File: src/design/sti_pkg.sv
// Shared types and constants for the sorted table with insert and search.
package sti_pkg;

	localparam int unsigned POS_W = 5;
	localparam int unsigned VAL_W = 32;

	localparam logic REQ_INSERT = 1'b0;
	localparam logic REQ_SEARCH = 1'b1;

	typedef struct packed {
		logic                    req_type;
		logic signed [VAL_W-1:0] value;
	} req_t;

	typedef struct packed {
		logic             found;
		logic [POS_W-1:0] position;
		logic             dropped;
		logic [POS_W-1:0] fill_count;
	} rsp_t;

	typedef enum logic [1:0] {
		ST_IDLE,
		ST_CMP,
		ST_WR,
		ST_PROBE
	} state_t;

	typedef struct packed {
		logic load;
		logic cmp;
		logic ins_wr;
		logic probe;
	} cmd_t;

	typedef struct packed {
		logic probe_done;
	} status_t;

endpackage

File: src/design/sorted_table_insert_search.sv
// Sorted table of signed values with ordered insert and binary search.
// Insert: accept, a compare step, then a shift step; the result is registered from the shift step.
// Search: a midpoint probe per step, plus an empty-range step on a miss;
// the result strobes in the cycle after the last probe.
// A new request is taken in the cycle the result strobes; results cannot be stalled.
// Reset clears the fill count and the controller; entry contents are left as they are.
module sorted_table_insert_search
	import sti_pkg::*;
#(
	parameter int unsigned DEPTH = 16
)
(
	input  logic clk,
	input  logic arst_n,
	input  logic start,
	output logic busy,
	input  req_t req,
	output rsp_t result,
	output logic result_valid
);

	cmd_t    cmd;
	status_t status;

	sti_ctrl u_ctrl (
		.clk      (clk),
		.arst_n   (arst_n),
		.start    (start),
		.req_type (req.req_type),
		.status   (status),
		.cmd      (cmd),
		.busy     (busy)
	);

	sti_datapath #(
		.DEPTH (DEPTH)
	) u_datapath (
		.clk          (clk),
		.arst_n       (arst_n),
		.cmd          (cmd),
		.req          (req),
		.status       (status),
		.result       (result),
		.result_valid (result_valid)
	);

`ifndef SYNTHESIS
	a_accept_busy: assert property (@(posedge clk) disable iff (!arst_n)
		start && !busy |=> busy)
		else $error("Accepted request did not make the block busy.");

	a_result_idle: assert property (@(posedge clk) disable iff (!arst_n)
		result_valid |-> !busy)
		else $error("Result strobed while the block was still busy.");

	a_found_dropped: assert property (@(posedge clk) disable iff (!arst_n)
		result_valid |-> !(result.found && result.dropped))
		else $error("Result reports both found and dropped.");

	a_dropped_full: assert property (@(posedge clk) disable iff (!arst_n)
		result_valid && result.dropped |-> result.fill_count == POS_W'(DEPTH))
		else $error("Dropped entry reported while the table was not full.");
`endif

endmodule

File: src/design/sti_ctrl.sv
// Controller state machine that sequences insert and search requests.
module sti_ctrl
	import sti_pkg::*;
(
	input  logic    clk,
	input  logic    arst_n,
	input  logic    start,
	input  logic    req_type,
	input  status_t status,
	output cmd_t    cmd,
	output logic    busy
);

	state_t state_q;
	state_t state_d;

	always_ff @(posedge clk or negedge arst_n) begin
		if (!arst_n) begin
			state_q <= ST_IDLE;
		end else begin
			state_q <= state_d;
		end
	end

	always_comb begin
		state_d = state_q;
		case (state_q)
			ST_IDLE: begin
				if (start) begin
					state_d = (req_type == REQ_SEARCH) ? ST_PROBE : ST_CMP;
				end
			end
			ST_CMP: begin
				state_d = ST_WR;
			end
			ST_WR: begin
				state_d = ST_IDLE;
			end
			ST_PROBE: begin
				if (status.probe_done) begin
					state_d = ST_IDLE;
				end
			end
			default: begin
				state_d = ST_IDLE;
			end
		endcase
	end

	always_comb begin
		cmd = '0;
		busy = 1'b1;
		case (state_q)
			ST_IDLE: begin
				busy = 1'b0;
				cmd.load = start;
			end
			ST_CMP: begin
				cmd.cmp = 1'b1;
			end
			ST_WR: begin
				cmd.ins_wr = 1'b1;
			end
			ST_PROBE: begin
				cmd.probe = 1'b1;
			end
			default: begin
				busy = 1'b0;
			end
		endcase
	end

endmodule

File: src/design/sti_datapath.sv
// Datapath with the ordered entry registers, the insert shifter and the search probe.
module sti_datapath
	import sti_pkg::*;
#(
	parameter int unsigned DEPTH = 16
)
(
	input  logic    clk,
	input  logic    arst_n,
	input  cmd_t    cmd,
	input  req_t    req,
	output status_t status,
	output rsp_t    result,
	output logic    result_valid
);

	localparam int unsigned AW = (DEPTH > 1) ? $clog2(DEPTH) : 1;
	localparam int unsigned CW = $clog2(DEPTH + 1);
	localparam logic [CW-1:0] DEPTH_C = CW'(DEPTH);

	logic signed [VAL_W-1:0] entries_q [DEPTH];
	logic signed [VAL_W-1:0] new_entries [DEPTH];
	logic signed [VAL_W-1:0] value_q;
	logic signed [VAL_W-1:0] probe_e;
	logic [CW-1:0]           occ_q;
	logic [CW-1:0]           lo_q;
	logic [CW-1:0]           hx_q;
	logic [CW-1:0]           mid;
	logic [CW-1:0]           idx;
	logic [DEPTH-1:0]        lt_d;
	logic [DEPTH-1:0]        lt_q;
	logic                    full;
	logic                    ins_ok;
	logic                    range_empty;
	logic                    hit;
	rsp_t                    result_q;
	logic                    valid_q;

	always_comb begin
		for (int i = 0; i < DEPTH; i++) begin
			lt_d[i] = (CW'(i) < occ_q) && (entries_q[i] < value_q);
		end
	end

	always_comb begin
		idx = DEPTH_C;
		for (int i = DEPTH - 1; i >= 0; i--) begin
			if (!lt_q[i]) begin
				idx = CW'(i);
			end
		end
	end

	always_comb begin
		for (int i = 0; i < DEPTH; i++) begin
			if (lt_q[i]) begin
				new_entries[i] = entries_q[i];
			end else if (i == 0) begin
				new_entries[i] = value_q;
			end else if (lt_q[i-1]) begin
				new_entries[i] = value_q;
			end else begin
				new_entries[i] = entries_q[i-1];
			end
		end
	end

	assign full        = (occ_q == DEPTH_C);
	assign ins_ok      = !(full && lt_q[DEPTH-1]);
	assign mid         = lo_q + ((hx_q - lo_q - CW'(1)) >> 1);
	assign probe_e     = entries_q[mid[AW-1:0]];
	assign range_empty = (lo_q >= hx_q);
	assign hit         = !range_empty && (probe_e == value_q);

	assign status.probe_done = range_empty || hit;

	always_ff @(posedge clk or negedge arst_n) begin
		if (!arst_n) begin
			occ_q   <= '0;
			valid_q <= 1'b0;
		end else begin
			valid_q <= cmd.ins_wr || (cmd.probe && status.probe_done);
			if (cmd.ins_wr && !full) begin
				occ_q <= occ_q + CW'(1);
			end
		end
	end

	always_ff @(posedge clk) begin
		if (cmd.load) begin
			value_q <= req.value;
			lo_q    <= '0;
			hx_q    <= occ_q;
		end
		if (cmd.cmp) begin
			lt_q <= lt_d;
		end
		if (cmd.ins_wr) begin
			if (ins_ok) begin
				for (int i = 0; i < DEPTH; i++) begin
					entries_q[i] <= new_entries[i];
				end
			end
			result_q.found      <= 1'b0;
			result_q.position   <= POS_W'(ins_ok ? idx : DEPTH_C);
			result_q.dropped    <= full;
			result_q.fill_count <= POS_W'(full ? occ_q : occ_q + CW'(1));
		end
		if (cmd.probe) begin
			if (status.probe_done) begin
				result_q.found      <= hit;
				result_q.position   <= POS_W'(hit ? mid : DEPTH_C);
				result_q.dropped    <= 1'b0;
				result_q.fill_count <= POS_W'(occ_q);
			end else if (value_q < probe_e) begin
				hx_q <= mid;
			end else begin
				lo_q <= mid + CW'(1);
			end
		end
	end

	assign result       = result_q;
	assign result_valid = valid_q;

endmodule

File: config.mk
export PLATFORM = sky130hd
export DESIGN_NAME = sorted_table_insert_search
export DESIGN_NICKNAME = d
export VERILOG_FILES = /design/src/design/sti_pkg.sv /design/src/design/sorted_table_insert_search.sv /design/src/design/sti_ctrl.sv /design/src/design/sti_datapath.sv
export SDC_FILE = /design/constraint.sdc
export NUM_CORES = 2
export LEC_CHECK = 0
export BUFFER_PORTS_ARGS = -buffer_cell sky130_fd_sc_hd__buf_2
export CAP_MARGIN = 0
export CELL_PAD_IN_SITES_DETAIL_PLACEMENT = 1
export CELL_PAD_IN_SITES_GLOBAL_PLACEMENT = 1
export CORE_AREA = 4 4 336 255
export DETAILED_ROUTE_END_ITERATION = 7
export DIE_AREA = 0 0 340 259
export MAX_ROUTING_LAYER = met4
export PLACE_DENSITY_LB_ADDON = 0.1
export SLEW_MARGIN = 10
export SYNTH_ARGS = -nofsm -noshare
export SYNTH_HDL_FRONTEND = slang
export SYNTH_HIERARCHICAL = 1
export SYNTH_SLANG_ARGS = --single-unit
File: constraint.sdc
create_clock -name clk -period 5.57 [get_ports clk]
set_clock_uncertainty 0.05 [all_clocks]
set_input_delay 1.671 -clock clk [delete_from_list [all_inputs] [get_ports clk]]
set_output_delay 1.671 -clock clk [all_outputs]
set_load 0.02 [all_outputs]
==> metrics.txt <==
status=complete, but fails checks; failing checks=setup timing; hpwl dp=110 mm; slew margin rel.=21.9%; crit path launch type=register; sequential fraction of the synthesis area=roughly 43%; Reg clk slew, reported paths=0.07 ns; Routed Antenna Nets=0; Starting Density=between 40% and 50%; CTS max path bufs=3; vias per inst=6.83; pin count of the biggest net entering global routing=44; Num Clock Sinks=590; buffers plus inverters on the worst setup path=7; final cell count without fillers=4296; DP Worst Slack=-0.153 ns; die height=259 um; fraction of layout cells with a size suffix above 1=31.7%; Final Slew Violations=0; kind of critical path=reg2reg; die width=340 um; Critical Path Most Common Cell=buf_12; CTS tree=built; unrepaired setup endpoints after global routing=yes; Nets=between 3000 and 4000; final period utilization=102%; final worst slack=-0.0852 ns; main combinational cell family by area after synthesis=multiplexers; # port buffers=49; row count=91; clock latency on the worst-skew pair=0.63 ns; Final setup viols=10; GR Util All Layers=35.0%; GPL Wtd Cong=0.967; total congestion overflow=0; io pins=50; CP endpoint kind=register; critical path's top delay family=adder cells; total number of yosys warnings=6; Num CTS Buffers=about 70; Core Box Area=82100 um2; Compound-Gate Fraction of Synth Area=8.44%; Synth Area in XOR/XNOR=0.302%; cell count after synthesis=2980; worst-path maximum fanout=6; Max Cap Viol=0; Unique masters post-synth=76; EDFF count, synth=560; # DRC=0; H-tree Lvls=3; worst hold path class=reg2reg; DRT iter0 DRCs=3606; Synth Area in Adders=17.0%; setup TNS=-0.318 ns; crit-path max cell delay=0.83 ns; Top FF cell, synth=edfxtp_1; Seq cells post-synth=590; routed via count=just under 30000; Syn Std Cell Area=~40000 um2; asr flop ratio synth=under 10%; first-pass GRT wire length=between 200 and 250 mm; die footprint=about 88000 um2; Post-Place Cells=4147; mux contribution to synthesized area=23.1%; Synth Area in Simple Gates=5.45%; initial antenna violation count=5; worst path cell trace=ha_4 -> inv_2 -> fa_2 -> xnor2_2 -> inv_1 -> fa_4 -> buf_12 -> buf_12 -> buf_12 -> buf_6 -> mux4_2 -> mux4_2 -> inv_2 -> ha_4 -> nand2b_1 -> a21oi_2 -> o311a_1 -> o31ai_4 -> o211ai_1 -> mux2_4 -> mux2_4; syn avg cell area=between 10 and 15 um2; via count of the first global-routing pass=30200; Worst-Margin Slew=approximately 1.2 ns; Max Fclk=177 MHz; Clock Root Buffer=clkbuf_16; Worst Path Required=roughly 6.0 ns; area delta synth->final=12.9%; syn nets=3561; WL final=151 mm; drt wl/cell=35.2 um; DR pass1 iterations=7; Hold Vio Cnt, Final=0; # fillers=between 7000 and 8000; Worst Path Arrival=6.12 ns; fin crit period=about 5.7 ns; final hold slack=0.424 ns; slowest cell on the critical path=fa_4
==> sequential cells by signal, indices dropped and copies added, names as in the netlist <==
name                     flops
u_ctrl/state_q               2
u_datapath/entries_q       512
u_datapath/hx_q              5
u_datapath/lo_q              5
u_datapath/lt_q             16
u_datapath/occ_q             5
u_datapath/result           12
u_datapath/result_valid      1
u_datapath/value_q          32
==> worst paths after layout <==
kind / from / to / slack (ns) / cells past startpoint
worst max-delay path: u_datapath/hx_q[0] / u_datapath/lo_q[1] / -0.09 / 21
worst min-delay path: u_datapath/result[11] / u_datapath/result[11] / 0.42 / 2
worst max register to register: u_datapath/hx_q[0] / u_datapath/lo_q[1] / -0.09 / 21
worst min register to register: u_datapath/result[11] / u_datapath/result[11] / 0.42 / 2
max in group asynchronous: arst_n / u_datapath/occ_q[1] / 4.43 / 1
min in group asynchronous: arst_n / u_ctrl/state_q[0] / 0.85 / 1
==> stage by stage <==
stage / area, um2 / utilization (%)
CTS: 45200 / 55.0
global route: 45300 / 55.2
detailed placement: 42700 / 52.0
finish: 45300 / 55.2
global placement: 42700 / 52.0
floorplan: 40200 / -
==> synth_stat cells, types with 61 or more instances <==
cell type,n,area [um2]
nor2_1,93,349
mux2_2,482,5430
mux4_2,160,3600
nand4_1,106,663
clkbuf_1,95,357
nand2_1,61,229
ha_1,543,6790
inv_1,99,372
o21ai_0,64,320
edfxtp_1,560,16800
a21o_1,167,1250
a21oi_1,141,706
==> cells in the final DEF, fill, tap and decap left out, types with 9 or more instances in the layout <==
| cell type | instances |
|---|---|
| edfxtp_1 | 560 |
| ha_1 | 537 |
| mux2_2 | 482 |
| a21o_1 | 167 |
| mux4_2 | 160 |
| buf_4 | 138 |
| a21oi_1 | 138 |
| nand4_1 | 106 |
| inv_1 | 92 |
| nor2_1 | 75 |
| clkbuf_16 | 73 |
| o21ai_0 | 64 |
| nand2_1 | 61 |
| buf_2 | 49 |
| nand2b_1 | 28 |
| nor2b_1 | 23 |
| nand3_1 | 22 |
| nor3_1 | 22 |
| dfxtp_1 | 21 |
| a211oi_1 | 20 |
| o21ai_1 | 19 |
| mux2i_1 | 17 |
| nor2_4 | 17 |
| buf_12 | 16 |
| clkinv_2 | 14 |
| nor4_1 | 13 |
| o211ai_1 | 13 |
| clkinv_1 | 12 |
| clkbuf_1 | 11 |
| o21a_1 | 11 |
| a211o_1 | 11 |
| or3_1 | 9 |
==> metal layers <==
metal | wire [um] | vias up | track usage [%]
met1 | 67500 | 15400 | 50.6
li1 | - | 12300 | -
met4 | 3950 | 0 | 8.52
met3 | 14600 | 214 | 7.30
met5 | 0 | - | -
met2 | 65300 | 1488 | 50.7
==> layout make-up <==
| type | instances | area (um2) | area share [%] |
|---|---|---|---|
| antenna | 5 | 12.5 | 0.0276 |
| sequential | 590 | 17500 | 38.5 |
| clock buffer | 84 | 1870 | 4.12 |
| timing repair buffer | 211 | 1750 | 3.86 |
| inverter | 100 | 375 | 0.828 |
| clock inverter | 39 | 373 | 0.822 |
| multi-input combinational | 2151 | 22100 | 48.8 |
| tap | 1116 | 1400 | 3.08 |
==> worst reg2reg max path, delay by kind of cell (launching register included) <==
kind / cells / cell delay [ns]
XOR/XNOR: 1 / 0.18
flip-flops: 1 / 0.40
AND/OR/NAND/NOR: 1 / 0.11
buffers and inverters: 7 / 0.77
adder cells (fa/ha/maj): 4 / 1.58
AO/OA/AOI/OAI: 4 / 0.97
multiplexers: 4 / 1.47
==> what timing repair did <==
item / 4_1_cts / 5_1_grt
setup endpoints to repair: 10 / 21
gates cloned: 3 / 0
buffers inserted: 9 / 10
hold buffers: 0 / 0
resized for setup: 14 / 25
hold endpoints to repair: 0 / 0
pin swaps: 3 / 10
==> cells by family after synthesis <==
family / count (synthesis)
xor gates and xnor gates: 13
and+or+nand+nor: 412
AOI/OAI and AO/OA: 517
adders and majority gates: 545
muxes: 664
DFF: 590
buffers and inverters: 239
Power is not shown: default switching activity piles up to over one toggle a cycle in this logic, so the estimate is an artifact.
